File: src/kul_pkg.sv
`default_nettype none
// ---------------------------------------------------------------------------
// kul_pkg: shared types and constants of the keyed list table
// Field widths, operation and status codes, and the command word that
// travels from the front end through the queue to the back end.
// ---------------------------------------------------------------------------
package kul_pkg;

    // field widths
    localparam int MODE_W  = 3;
    localparam int KEY_W   = 32;
    localparam int PAY_W   = 32;
    localparam int STAT_W  = 2;
    localparam int COUNT_W = 5;
    localparam int CAP_W   = 5;

    // defaults
    localparam int MAX_ENTRIES_DEF     = 16;
    localparam logic [CAP_W-1:0] CAP_RESET = 5'd16;

    // command queue between front and back
    localparam int Q_DEPTH = 2;
    localparam int Q_PTR_W = 1;

    // operations, encoded as the request mode
    typedef enum logic [MODE_W-1:0] {
        OP_INS_FRONT = 3'd0,
        OP_INS_BACK  = 3'd1,
        OP_REM_FIRST = 3'd2,
        OP_REM_LAST  = 3'd3,
        OP_REM_KEY   = 3'd4,
        OP_FIND_KEY  = 3'd5,
        OP_UPD_KEY   = 3'd6,
        OP_NOP       = 3'd7
    } t_op;

    // result status codes
    localparam logic [STAT_W-1:0] ST_OK        = 2'd0;
    localparam logic [STAT_W-1:0] ST_FULL      = 2'd1;
    localparam logic [STAT_W-1:0] ST_EMPTY     = 2'd2;
    localparam logic [STAT_W-1:0] ST_NOT_FOUND = 2'd3;

    // decoded command word
    typedef struct packed {
        t_op                     op;
        logic signed [KEY_W-1:0] entry_key;
        logic [PAY_W-1:0]        entry_payload;
    } t_cmd;

endpackage
`default_nettype wire

File: src/kul_req_if.sv
`default_nettype none
// ---------------------------------------------------------------------------
// kul_req_if: request channel
// Valid/ready channel carrying one request word: mode, key and payload.
// ---------------------------------------------------------------------------
interface kul_req_if;
    import kul_pkg::*;

    logic                    valid;
    logic                    ready;
    logic [MODE_W-1:0]       mode;
    logic signed [KEY_W-1:0] entry_key;
    logic [PAY_W-1:0]        entry_payload;

    modport source (output valid, output mode, output entry_key, output entry_payload,
                    input ready);
    modport sink   (input valid, input mode, input entry_key, input entry_payload,
                    output ready);
endinterface
`default_nettype wire

File: src/kul_rsp_if.sv
`default_nettype none
// ---------------------------------------------------------------------------
// kul_rsp_if: result channel
// Valid/ready channel carrying one result word per request.
// ---------------------------------------------------------------------------
interface kul_rsp_if;
    import kul_pkg::*;

    logic               valid;
    logic               ready;
    logic [STAT_W-1:0]  status;
    logic [PAY_W-1:0]   found_payload;
    logic [COUNT_W-1:0] entry_count;
    logic               is_full;
    logic               is_empty;

    modport source (output valid, output status, output found_payload,
                    output entry_count, output is_full, output is_empty, input ready);
    modport sink   (input valid, input status, input found_payload,
                    input entry_count, input is_full, input is_empty, output ready);
endinterface
`default_nettype wire

File: src/kul_cfg_if.sv
`default_nettype none
// ---------------------------------------------------------------------------
// kul_cfg_if: configuration write channel
// Valid/ready channel carrying the capacity limit register value.
// ---------------------------------------------------------------------------
interface kul_cfg_if;
    import kul_pkg::*;

    logic             valid;
    logic             ready;
    logic [CAP_W-1:0] capacity_limit;

    modport source (output valid, output capacity_limit, input ready);
    modport sink   (input valid, input capacity_limit, output ready);
endinterface
`default_nettype wire

File: src/kul_front.sv
`default_nettype none
// ---------------------------------------------------------------------------
// kul_front: request front end
// Accepts request words while the queue has room and decodes the mode into
// an operation code for the back end.
// ---------------------------------------------------------------------------
module kul_front (
    kul_req_if.sink        i_req,
    input  wire logic      i_q_full,
    output logic           o_push,
    output kul_pkg::t_cmd  o_cmd
);
    import kul_pkg::*;

    // accept whenever the queue can take the word
    assign i_req.ready = !i_q_full;
    assign o_push      = i_req.valid && !i_q_full;

    // mode decode; every mode value maps onto its operation, 7 is the no-op
    always_comb begin
        o_cmd.entry_key     = i_req.entry_key;
        o_cmd.entry_payload = i_req.entry_payload;
        o_cmd.op            = t_op'(i_req.mode);
    end
endmodule
`default_nettype wire

File: src/kul_queue.sv
`default_nettype none
// ---------------------------------------------------------------------------
// kul_queue: command queue
// Short FIFO of decoded commands between the front and back ends.
// ---------------------------------------------------------------------------
module kul_queue (
    input  wire logic           i_clk,
    input  wire logic           i_rst_n,
    input  wire logic           i_push,
    input  kul_pkg::t_cmd       i_cmd,
    output logic                o_full,
    output logic                o_valid,
    output kul_pkg::t_cmd       o_cmd,
    input  wire logic           i_pop
);
    import kul_pkg::*;

    localparam int CNT_W = $clog2(Q_DEPTH + 1);

    t_cmd               r_mem [Q_DEPTH];
    logic [Q_PTR_W-1:0] r_wptr;
    logic [Q_PTR_W-1:0] r_rptr;
    logic [CNT_W-1:0]   r_cnt;
    logic               do_push;
    logic               do_pop;

    assign o_full  = (r_cnt == CNT_W'(Q_DEPTH));
    assign o_valid = (r_cnt != '0);
    assign o_cmd   = r_mem[r_rptr];
    assign do_push = i_push && !o_full;
    assign do_pop  = i_pop && o_valid;

    // storage
    always_ff @(posedge i_clk) begin
        if (do_push) begin
            r_mem[r_wptr] <= i_cmd;
        end
    end

    // pointers and fill count
    always_ff @(posedge i_clk) begin
        if (!i_rst_n) begin
            r_wptr <= '0;
            r_rptr <= '0;
            r_cnt  <= '0;
        end else begin
            if (do_push) begin
                r_wptr <= r_wptr + Q_PTR_W'(1);
            end
            if (do_pop) begin
                r_rptr <= r_rptr + Q_PTR_W'(1);
            end
            if (do_push && !do_pop) begin
                r_cnt <= r_cnt + CNT_W'(1);
            end else if (do_pop && !do_push) begin
                r_cnt <= r_cnt - CNT_W'(1);
            end
        end
    end
endmodule
`default_nettype wire

File: src/kul_back.sv
`default_nettype none
// ---------------------------------------------------------------------------
// kul_back: list back end
// Holds the key and payload stores and the entry count. A sequencer walks
// the stores one entry per cycle to shift, search and close gaps, then
// loads the result word into the output register.
// ---------------------------------------------------------------------------
module kul_back #(
    parameter int MAX_ENTRIES = kul_pkg::MAX_ENTRIES_DEF
) (
    input  wire logic                   i_clk,
    input  wire logic                   i_rst_n,
    input  wire logic [kul_pkg::CAP_W-1:0] i_capacity,
    input  wire logic                   i_q_valid,
    input  kul_pkg::t_cmd               i_q_cmd,
    output logic                        o_q_pop,
    kul_rsp_if.source                   o_rsp
);
    import kul_pkg::*;

    localparam int IDX_W = (MAX_ENTRIES > 1) ? $clog2(MAX_ENTRIES) : 1;
    localparam int CNT_W = $clog2(MAX_ENTRIES + 1);
    localparam int CMP_W = (CNT_W > CAP_W) ? CNT_W : CAP_W;

    // sequencer states
    localparam logic [1:0] S_IDLE = 2'd0;
    localparam logic [1:0] S_MOVE = 2'd1;
    localparam logic [1:0] S_SRCH = 2'd2;
    localparam logic [1:0] S_FIN  = 2'd3;

    // stores
    logic signed [KEY_W-1:0] key_mem [MAX_ENTRIES];
    logic [PAY_W-1:0]        pay_mem [MAX_ENTRIES];
    logic signed [KEY_W-1:0] r_rd_key;
    logic [PAY_W-1:0]        r_rd_pay;

    logic [1:0]         r_state,  n_state;
    t_cmd               r_cmd,    n_cmd;
    logic [CNT_W-1:0]   r_count,  n_count;
    logic [IDX_W-1:0]   r_src,    n_src;
    logic [IDX_W-1:0]   r_dst,    n_dst;
    logic [CNT_W-1:0]   r_left,   n_left;
    logic               r_up,     n_up;
    logic               r_mv_v,   n_mv_v;
    logic [STAT_W-1:0]  r_status, n_status;
    logic [PAY_W-1:0]   r_found,  n_found;
    logic [IDX_W-1:0]   r_pos,    n_pos;

    logic               r_out_valid,  n_out_valid;
    logic [STAT_W-1:0]  r_out_status, n_out_status;
    logic [PAY_W-1:0]   r_out_found,  n_out_found;
    logic [COUNT_W-1:0] r_out_count,  n_out_count;
    logic               r_out_full,   n_out_full;
    logic               r_out_empty,  n_out_empty;

    logic [CMP_W-1:0]   eff_cap;
    logic               cur_full;
    logic [CNT_W-1:0]   fin_count;
    logic               hit;
    logic               we_key;
    logic               we_pay;
    logic [IDX_W-1:0]   waddr;
    logic signed [KEY_W-1:0] wkey;
    logic [PAY_W-1:0]   wpay;

    // capacity in effect saturates at the built depth
    assign eff_cap  = (CMP_W'(i_capacity) > CMP_W'(MAX_ENTRIES)) ?
                      CMP_W'(MAX_ENTRIES) : CMP_W'(i_capacity);
    assign cur_full = (CMP_W'(r_count) >= eff_cap);
    assign hit      = r_mv_v && (r_rd_key == r_cmd.entry_key);

    // count after the current command
    always_comb begin
        fin_count = r_count;
        if (r_status == ST_OK) begin
            case (r_cmd.op)
                OP_INS_FRONT, OP_INS_BACK: fin_count = r_count + CNT_W'(1);
                OP_REM_FIRST, OP_REM_LAST, OP_REM_KEY: fin_count = r_count - CNT_W'(1);
                default: fin_count = r_count;
            endcase
        end
    end

    // store write port
    always_comb begin
        we_key = 1'b0;
        we_pay = 1'b0;
        waddr  = r_dst;
        wkey   = r_rd_key;
        wpay   = r_rd_pay;
        if (r_state == S_MOVE && r_mv_v) begin
            we_key = 1'b1;
            we_pay = 1'b1;
        end else if (r_state == S_FIN && r_status == ST_OK) begin
            wkey = r_cmd.entry_key;
            wpay = r_cmd.entry_payload;
            case (r_cmd.op)
                OP_INS_FRONT: begin
                    we_key = 1'b1;
                    we_pay = 1'b1;
                    waddr  = '0;
                end
                OP_INS_BACK: begin
                    we_key = 1'b1;
                    we_pay = 1'b1;
                    waddr  = IDX_W'(r_count);
                end
                OP_UPD_KEY: begin
                    we_pay = 1'b1;
                    waddr  = r_pos;
                end
                default: begin
                    we_key = 1'b0;
                end
            endcase
        end
    end

    // stores: one write and one registered read per cycle
    always_ff @(posedge i_clk) begin
        if (we_key) begin
            key_mem[waddr] <= wkey;
        end
        if (we_pay) begin
            pay_mem[waddr] <= wpay;
        end
        r_rd_key <= key_mem[r_src];
        r_rd_pay <= pay_mem[r_src];
    end

    // sequencer
    always_comb begin
        n_state      = r_state;
        n_cmd        = r_cmd;
        n_count      = r_count;
        n_src        = r_src;
        n_dst        = r_dst;
        n_left       = r_left;
        n_up         = r_up;
        n_mv_v       = r_mv_v;
        n_status     = r_status;
        n_found      = r_found;
        n_pos        = r_pos;
        n_out_valid  = r_out_valid && !o_rsp.ready;
        n_out_status = r_out_status;
        n_out_found  = r_out_found;
        n_out_count  = r_out_count;
        n_out_full   = r_out_full;
        n_out_empty  = r_out_empty;
        o_q_pop      = 1'b0;

        case (r_state)
            S_IDLE: begin
                if (i_q_valid && (!r_out_valid || o_rsp.ready)) begin
                    o_q_pop  = 1'b1;
                    n_cmd    = i_q_cmd;
                    n_status = ST_OK;
                    n_found  = '0;
                    n_mv_v   = 1'b0;
                    n_state  = S_FIN;
                    case (i_q_cmd.op)
                        OP_INS_FRONT: begin
                            if (cur_full) begin
                                n_status = ST_FULL;
                            end else begin
                                // shift every entry up by one, top first
                                n_src   = IDX_W'(r_count - CNT_W'(1));
                                n_left  = r_count;
                                n_up    = 1'b1;
                                n_state = S_MOVE;
                            end
                        end
                        OP_INS_BACK: begin
                            if (cur_full) begin
                                n_status = ST_FULL;
                            end
                        end
                        OP_REM_FIRST: begin
                            if (r_count == '0) begin
                                n_status = ST_EMPTY;
                            end else begin
                                n_src   = IDX_W'(1);
                                n_left  = r_count - CNT_W'(1);
                                n_up    = 1'b0;
                                n_state = S_MOVE;
                            end
                        end
                        OP_REM_LAST: begin
                            if (r_count == '0) begin
                                n_status = ST_EMPTY;
                            end
                        end
                        OP_REM_KEY, OP_FIND_KEY, OP_UPD_KEY: begin
                            n_src   = '0;
                            n_left  = r_count;
                            n_state = S_SRCH;
                        end
                        default: begin
                            n_state = S_FIN;
                        end
                    endcase
                end
            end

            S_MOVE: begin
                // read one entry a cycle and write it from the registered read
                if (r_left != '0) begin
                    n_src  = r_up ? (r_src - IDX_W'(1)) : (r_src + IDX_W'(1));
                    n_dst  = r_up ? (r_src + IDX_W'(1)) : (r_src - IDX_W'(1));
                    n_left = r_left - CNT_W'(1);
                    n_mv_v = 1'b1;
                end else begin
                    n_mv_v  = 1'b0;
                    n_state = S_FIN;
                end
            end

            S_SRCH: begin
                // compare the entry read last cycle while reading the next
                if (hit) begin
                    n_mv_v = 1'b0;
                    case (r_cmd.op)
                        OP_FIND_KEY: begin
                            n_found = r_rd_pay;
                            n_state = S_FIN;
                        end
                        OP_UPD_KEY: begin
                            n_pos   = r_dst;
                            n_state = S_FIN;
                        end
                        default: begin
                            // close the gap above the match
                            n_src   = r_dst + IDX_W'(1);
                            n_left  = r_count - CNT_W'(1) - CNT_W'(r_dst);
                            n_up    = 1'b0;
                            n_state = S_MOVE;
                        end
                    endcase
                end else if (r_left != '0) begin
                    n_src  = r_src + IDX_W'(1);
                    n_dst  = r_src;
                    n_left = r_left - CNT_W'(1);
                    n_mv_v = 1'b1;
                end else begin
                    n_mv_v   = 1'b0;
                    n_status = ST_NOT_FOUND;
                    n_state  = S_FIN;
                end
            end

            S_FIN: begin
                n_count      = fin_count;
                n_out_valid  = 1'b1;
                n_out_status = r_status;
                n_out_found  = r_found;
                n_out_count  = COUNT_W'(fin_count);
                n_out_full   = (CMP_W'(fin_count) >= eff_cap);
                n_out_empty  = (fin_count == '0);
                n_state      = S_IDLE;
            end

            default: begin
                n_state = S_IDLE;
            end
        endcase
    end

    // control registers
    always_ff @(posedge i_clk) begin
        if (!i_rst_n) begin
            r_state     <= S_IDLE;
            r_count     <= '0;
            r_mv_v      <= 1'b0;
            r_out_valid <= 1'b0;
        end else begin
            r_state     <= n_state;
            r_count     <= n_count;
            r_mv_v      <= n_mv_v;
            r_out_valid <= n_out_valid;
        end
    end

    // working and result registers
    always_ff @(posedge i_clk) begin
        r_cmd        <= n_cmd;
        r_src        <= n_src;
        r_dst        <= n_dst;
        r_left       <= n_left;
        r_up         <= n_up;
        r_status     <= n_status;
        r_found      <= n_found;
        r_pos        <= n_pos;
        r_out_status <= n_out_status;
        r_out_found  <= n_out_found;
        r_out_count  <= n_out_count;
        r_out_full   <= n_out_full;
        r_out_empty  <= n_out_empty;
    end

    // result word
    assign o_rsp.valid         = r_out_valid;
    assign o_rsp.status        = r_out_status;
    assign o_rsp.found_payload = r_out_found;
    assign o_rsp.entry_count   = r_out_count;
    assign o_rsp.is_full       = r_out_full;
    assign o_rsp.is_empty      = r_out_empty;

`ifndef SYNTHESIS
    // count never exceeds the built depth
    a_count_range: assert property (@(posedge i_clk) disable iff (!i_rst_n)
        CNT_W'(MAX_ENTRIES) >= r_count)
        else $error("entry count above depth");

    // a result is only loaded into an empty output register
    a_out_free: assert property (@(posedge i_clk) disable iff (!i_rst_n)
        (r_state == S_FIN) |-> !r_out_valid)
        else $error("result overwritten");

    // a full status is always reported with the full flag
    a_full_flag: assert property (@(posedge i_clk) disable iff (!i_rst_n)
        (r_out_valid && r_out_status == ST_FULL) |-> r_out_full)
        else $error("full status without full flag");

    // a new command is only taken while the sequencer is idle
    a_pop_idle: assert property (@(posedge i_clk) disable iff (!i_rst_n)
        o_q_pop |=> (r_state != S_IDLE))
        else $error("command popped but sequencer idle");
`endif
endmodule
`default_nettype wire

File: src/keyed_unordered_list_table_core.sv
`default_nettype none
// ---------------------------------------------------------------------------
// keyed_unordered_list_table_core: bounded unordered key/payload list
// Packed list of up to MAX_ENTRIES entries with insert, remove, find and
// update by key.
// ---------------------------------------------------------------------------
// Usage:
//   i_req  - request words (mode, entry_key, entry_payload), valid/ready.
//   o_rsp  - one result word per request (status, found_payload,
//            entry_count, is_full, is_empty), valid/ready.
//   i_cfg  - capacity limit writes; always ready. Write only while idle.
// Sequencing: insert back, remove last, no-op and refused requests go
//   straight to the result; insert front and remove first shift the stored
//   entries, a find or update searches up to the match, a remove by key hit
//   searches and then closes the gap above the match, and any key miss
//   searches every entry. The back end walks one entry a cycle and takes
//   one request at a time, so it starts no request before the last is done.
// Reset: count clears, capacity limit returns to 16; stores are not cleared.
// Stall: the result register holds while o_rsp.ready is low; the queue
//   keeps taking up to two requests meanwhile, then i_req.ready drops.
// ---------------------------------------------------------------------------
module keyed_unordered_list_table_core #(
    parameter int MAX_ENTRIES = kul_pkg::MAX_ENTRIES_DEF
) (
    input  wire logic i_clk,
    input  wire logic i_rst_n,
    kul_req_if.sink   i_req,
    kul_rsp_if.source o_rsp,
    kul_cfg_if.sink   i_cfg
);
    import kul_pkg::*;

    logic [CAP_W-1:0] r_capacity;
    logic             push;
    logic             q_full;
    t_cmd             push_cmd;
    logic             q_valid;
    t_cmd             q_cmd;
    logic             q_pop;

    // capacity limit register
    assign i_cfg.ready = 1'b1;

    always_ff @(posedge i_clk) begin
        if (!i_rst_n) begin
            r_capacity <= CAP_RESET;
        end else if (i_cfg.valid) begin
            r_capacity <= i_cfg.capacity_limit;
        end
    end

    kul_front u_front (
        .i_req    (i_req),
        .i_q_full (q_full),
        .o_push   (push),
        .o_cmd    (push_cmd)
    );

    kul_queue u_queue (
        .i_clk   (i_clk),
        .i_rst_n (i_rst_n),
        .i_push  (push),
        .i_cmd   (push_cmd),
        .o_full  (q_full),
        .o_valid (q_valid),
        .o_cmd   (q_cmd),
        .i_pop   (q_pop)
    );

    kul_back #(
        .MAX_ENTRIES (MAX_ENTRIES)
    ) u_back (
        .i_clk      (i_clk),
        .i_rst_n    (i_rst_n),
        .i_capacity (r_capacity),
        .i_q_valid  (q_valid),
        .i_q_cmd    (q_cmd),
        .o_q_pop    (q_pop),
        .o_rsp      (o_rsp)
    );
endmodule
`default_nettype wire
File: src/flat_wrapper.sv
// flat-port wrapper written by rule: the top's interface ports become plain ports
module keyed_unordered_list_table_core_flat import kul_pkg::*;
#(
    parameter int MAX_ENTRIES = kul_pkg::MAX_ENTRIES_DEF
)
  (i_clk, i_rst_n, i_req_valid, i_req_mode, i_req_entry_key, i_req_entry_payload, i_req_ready, o_rsp_valid, o_rsp_status, o_rsp_found_payload, o_rsp_entry_count, o_rsp_is_full, o_rsp_is_empty, o_rsp_ready, i_cfg_valid, i_cfg_capacity_limit, i_cfg_ready);
  kul_req_if i_req_i ();
  kul_rsp_if o_rsp_i ();
  kul_cfg_if i_cfg_i ();
  input  wire logic i_clk;
  input  wire logic i_rst_n;
  input wire logic [$bits(i_req_i.valid)-1:0] i_req_valid;
  input wire logic [$bits(i_req_i.mode)-1:0] i_req_mode;
  input wire logic [$bits(i_req_i.entry_key)-1:0] i_req_entry_key;
  input wire logic [$bits(i_req_i.entry_payload)-1:0] i_req_entry_payload;
  output wire logic [$bits(i_req_i.ready)-1:0] i_req_ready;
  output wire logic [$bits(o_rsp_i.valid)-1:0] o_rsp_valid;
  output wire logic [$bits(o_rsp_i.status)-1:0] o_rsp_status;
  output wire logic [$bits(o_rsp_i.found_payload)-1:0] o_rsp_found_payload;
  output wire logic [$bits(o_rsp_i.entry_count)-1:0] o_rsp_entry_count;
  output wire logic [$bits(o_rsp_i.is_full)-1:0] o_rsp_is_full;
  output wire logic [$bits(o_rsp_i.is_empty)-1:0] o_rsp_is_empty;
  input wire logic [$bits(o_rsp_i.ready)-1:0] o_rsp_ready;
  input wire logic [$bits(i_cfg_i.valid)-1:0] i_cfg_valid;
  input wire logic [$bits(i_cfg_i.capacity_limit)-1:0] i_cfg_capacity_limit;
  output wire logic [$bits(i_cfg_i.ready)-1:0] i_cfg_ready;
  assign i_req_i.valid = i_req_valid;
  assign i_req_i.mode = i_req_mode;
  assign i_req_i.entry_key = i_req_entry_key;
  assign i_req_i.entry_payload = i_req_entry_payload;
  assign i_req_ready = i_req_i.ready;
  assign o_rsp_valid = o_rsp_i.valid;
  assign o_rsp_status = o_rsp_i.status;
  assign o_rsp_found_payload = o_rsp_i.found_payload;
  assign o_rsp_entry_count = o_rsp_i.entry_count;
  assign o_rsp_is_full = o_rsp_i.is_full;
  assign o_rsp_is_empty = o_rsp_i.is_empty;
  assign o_rsp_i.ready = o_rsp_ready;
  assign i_cfg_i.valid = i_cfg_valid;
  assign i_cfg_i.capacity_limit = i_cfg_capacity_limit;
  assign i_cfg_ready = i_cfg_i.ready;
  keyed_unordered_list_table_core #(.MAX_ENTRIES(MAX_ENTRIES)) u_core (.i_clk(i_clk), .i_rst_n(i_rst_n), .i_req(i_req_i), .o_rsp(o_rsp_i), .i_cfg(i_cfg_i));
endmodule
File: config.mk
export PLATFORM = sky130hd
export DESIGN_NAME = keyed_unordered_list_table_core_flat
export DESIGN_NICKNAME = d
export VERILOG_FILES = /design/src/kul_pkg.sv /design/src/kul_req_if.sv /design/src/kul_rsp_if.sv /design/src/kul_cfg_if.sv /design/src/kul_front.sv /design/src/kul_queue.sv /design/src/kul_back.sv /design/src/keyed_unordered_list_table_core.sv /design/src/flat_wrapper.sv
export SDC_FILE = /design/constraint.sdc
export NUM_CORES = 1
export LEC_CHECK = 0
export BUFFER_PORTS_ARGS = -buffer_cell sky130_fd_sc_hd__buf_2
export CAP_MARGIN = 10
export CORE_MARGIN = 5
export CORE_UTILIZATION = 40
export DETAILED_ROUTE_END_ITERATION = 12
export PLACE_DENSITY_LB_ADDON = 0.05
export SLEW_MARGIN = 20
export SYNTH_ARGS = -nofsm -noshare
export SYNTH_HDL_FRONTEND = slang
export SYNTH_SLANG_ARGS = --single-unit
File: constraint.sdc
create_clock -name i_clk -period 7.5 [get_ports i_clk]
set_clock_uncertainty 0.05 [all_clocks]
set_input_delay 0.375 -clock i_clk [delete_from_list [all_inputs] [get_ports i_clk]]
set_output_delay 0.375 -clock i_clk [all_outputs]
set_load 0.005 [all_outputs]
==> results.md <==
* Vias per cell at 5.26
* CTS sink cnt at 1,401
* RSZ-0062 raised after global routing: false
* Gr ovfl total at 0
* Root Buffer: clkbuf_16
* Slowest stage delay, CP at 0.74 ns
* Worst r2r src: u_core.u_back.r_state[1]
* Yosys Warn Count at 0
* Placed Area at 56,600 um2
* Worst skew pair latency at 0.75 ns
* Sequential Power Share at 44.3%
* Leakage power at 19.9 nW
* Period minus WS final at 4.07 ns
* Seq cells post-synth at 1,401
* Worst Tran Pin Value at 1.11 ns
* Die height at 376 um
* CTS tree: yes
* Tot GR Track Use at 17.7%
* Number of max-cap violations at 0
* TritonCTS Buffers at 154
* CP cell instances: inv_1 > ha_1 > nand2_1 > nand3_4 > o31ai_1 > a221oi_2 > nand2b_1 > nor2_4 > buf_16
* Combinational Power Share at 25.7%
* Reg2Reg Depth at 9
* Count leader, synth: edfxtp_1
* Max FO, Critical Path at 30
* Share of cells above drive strength 1 at 31.1%
* Yosys top cell area share at 74.1%
* DRT Wirelength at 123,000 um
* Wire length per cell at 26.7 um
* Worst R2R End: u_core.u_back.pay_mem[7][23]
* Status: complete, no violations
* Bufs and invs on worst path at 2
* Syn nets at 2,534
* First drt pass iteration count at 9
* Peak VDD IR at 0.331 mV
* Slowest-stage cell, CP: nor2_4
* R2R Setup Slk at 3.43 ns
* WP data arrival at 4.46 ns
* Total internal power at 17.2 mW
* First-pass GRT wire length at 181,000 um
* Fillers at 11,100
* Vias in the first global route at 26,700
* EDFF count, synth at 1,318
* Total number of vias at 24,400
* Syn Inst Count at 2,430
* Largest area contributor in the netlist: edfxtp_1
* CP Launch Type: flop
* Synth Flop Type: edfxtp_1
* Final GP Congestion at 0.790
* Switching share of total power at 28.9%
* Hold EP: u_core.u_queue.r_cnt[0]
* Synth Cell Area at 53,400 um2
* Top cells by instance count after synthesis: 1,318 x edfxtp_1, 320 x mux4_2, 130 x mux2_2
* HPWL Detailed at 69,600 um
* Core ar. at 133,000 um2
* Post-synth ARST share at 0%
* Die Area at 141,000 um2
* Htree depth at 4
* Layout area overhead at 16.7%
* Layout Nets at 2,833
* Row count at 134
* Worst hold stages at 6
* Placement Setup Slack at 3.38 ns
* Setup violators final at 0
* Remaining antenna violation count at 0
* DRT iter0 DRCs at 1,680
* Final Non-Filler Cells at 4,630
* Initial antenna violation count at 5
* Fin. max-slew vios at 0
* Req. time, crit path at 7.89 ns
* Synth top area cells: edfxtp_1 74%, mux4_2 13%, dfxtp_1 3.1%
* CP Capture Type: flop
* CTS max path bufs at 3
* CP delay by family, top: simple AND/OR/NAND/NOR gates
* Die extent in x at 376 um
* Crit Path Class: reg2reg
* Post-layout util at 46.8%
* Post-Place Cells at 4,255
* P_sw at 7.00 mW
* Initial Util at 40.1%
* Sum of negative setup slack at 0 ns
* Clock share of power at 30.0%
* Fmax at 0.246 GHz
* Fin area at 62,400 um2
* Largest net degree at the start of global routing at 138
* Final Worst Setup Slack at 3.43 ns
* Hold Fails Final Rpt at 0
* Yosys cell types at 64
* Avg Cell Area, Syn at 22.0 um2
* Hold Path Origin: i_req_valid
* Residual DRC at 0
* Clk pin slew, worst setup/hold paths at 0.06 ns
* Hold WC Path Type: in2reg
* Power, Total at 24.2 mW
* IO Pins at 121
* PwrDens at 388 nW/um2
* Sequential share of the synthesized area at 77.2%
* Slew Limit Headroom at 26.1%
* Number of I/O port buffers at 119
* Fin crit share at 54.2%
* Hold WS at 0.253 ns
==> sequential cells by signal, summed over array words and instances (netlist names), 5 cells and up, named ones only <==
| register | cells |
|---|---|
| u_core.u_back.key_mem | 512 |
| u_core.u_back.pay_mem | 512 |
| u_core.u_queue.r_mem | 134 |
| u_core.u_back.r_cmd | 67 |
| u_core.u_back.o_rsp.found_payload | 32 |
| u_core.u_back.r_found | 32 |
| u_core.u_back.r_rd_key | 32 |
| u_core.u_back.r_rd_pay | 32 |
| u_core.r_capacity | 5 |
| u_core.u_back.o_rsp.entry_count | 5 |
| u_core.u_back.r_count | 5 |
| u_core.u_back.r_left | 5 |
==> logic make-up after synthesis <==
| group | Yosys count | synth area share, % |
|---|---|---|
| simple gates | 234 | 2.27 |
| fa+ha+maj | 27 | 0.646 |
| xor+xnor | 65 | 1.07 |
| flops | 1401 | 77.2 |
| buf+inv | 145 | 1.13 |
| other cells | 1 | 0.00702 |
| compound gates | 98 | 1.32 |
| mux | 459 | 16.4 |
==> cells in the final DEF (no fill, tap or decap), drive strengths merged, types with 11 or more instances in the layout <==
cell type / count
nand4: 11
mux2: 130
dfxtp: 83
mux4: 320
ha: 26
nor2b: 12
nor2: 63
nand2b: 11
a21oi: 19
xor2: 16
o21ai: 21
inv: 37
buf: 172
nand3: 13
clkinv: 43
clkbuf: 226
nand2: 44
dlygate4sd3: 86
edfxtp: 1318
and2: 42
xnor2: 49
==> layout make-up <==
class | instances | area, um2 | share of cell area [%]
clock inverters | 60 | 543 | 0.871
clock buffers | 226 | 4350 | 6.98
repair buffers | 258 | 2000 | 3.21
flip-flops and latches | 1401 | 41200 | 66.1
diodes | 3 | 7.51 | 0.0120
well taps | 1768 | 2210 | 3.55
inverters | 30 | 115 | 0.185
multi-input cells | 884 | 11900 | 19.0
==> what timing repair did <==
action,CTS,global route
hold endpoints to repair,152,0
buffers inserted,0,0
resized for setup,0,0
hold buffers,86,0
==> power by group through the flow <==
stage               Clock (mW)  Combinational [mW]  Sequential, mW
floorplan                    0                4.34            10.7
global placement             0                6.27            10.9
detailed placement           0                6.37            10.9
CTS                       7.48                6.44            10.7
global route              7.81                6.79            10.8
finish                    7.26                6.23            10.7
==> worst register-to-register path, stage by stage (launching register included) <==
cell	delay [ns]
dfxtp_1	0.34
inv_1	0.12
ha_1	0.42
nand2_1	0.22
nand3_4	0.54
o31ai_1	0.19
a221oi_2	0.36
nand2b_1	0.53
nor2_4	0.74
buf_16	0.25
==> metal layers <==
| layer | track usage (%) | routed length [um] | vias up |
|---|---|---|---|
| met5 | 0 | 0 | - |
| met4 | 5.11 | 2880 | 0 |
| met3 | 2.93 | 4740 | 165 |
| met2 | 30.8 | 63500 | 524 |
| met1 | 22.9 | 52300 | 13000 |
| li1 | - | - | 10700 |
==> worst max path at each step <==
stage,slack (ns),from,endpoint,depth (start not counted)
4_1_cts,3.35,u_core.u_back.r_state[1],u_core.u_back.pay_mem[7][23],9
2_1_floorplan,2.64,u_core.u_back.r_state[0],u_core.u_back.key_mem[4][0],9
3_5_place_dp,3.38,u_core.u_back.r_state[1],u_core.u_back.pay_mem[7][16],9
6_report,3.43,u_core.u_back.r_state[1],u_core.u_back.pay_mem[7][23],9
5_1_grt,3.14,u_core.u_back.r_state[1],u_core.u_back.pay_mem[7][23],9
3_3_place_gp,3.11,u_core.u_back.r_state[1],u_core.u_back.pay_mem[8][17],8
Power figures use the tool's default switching activity.
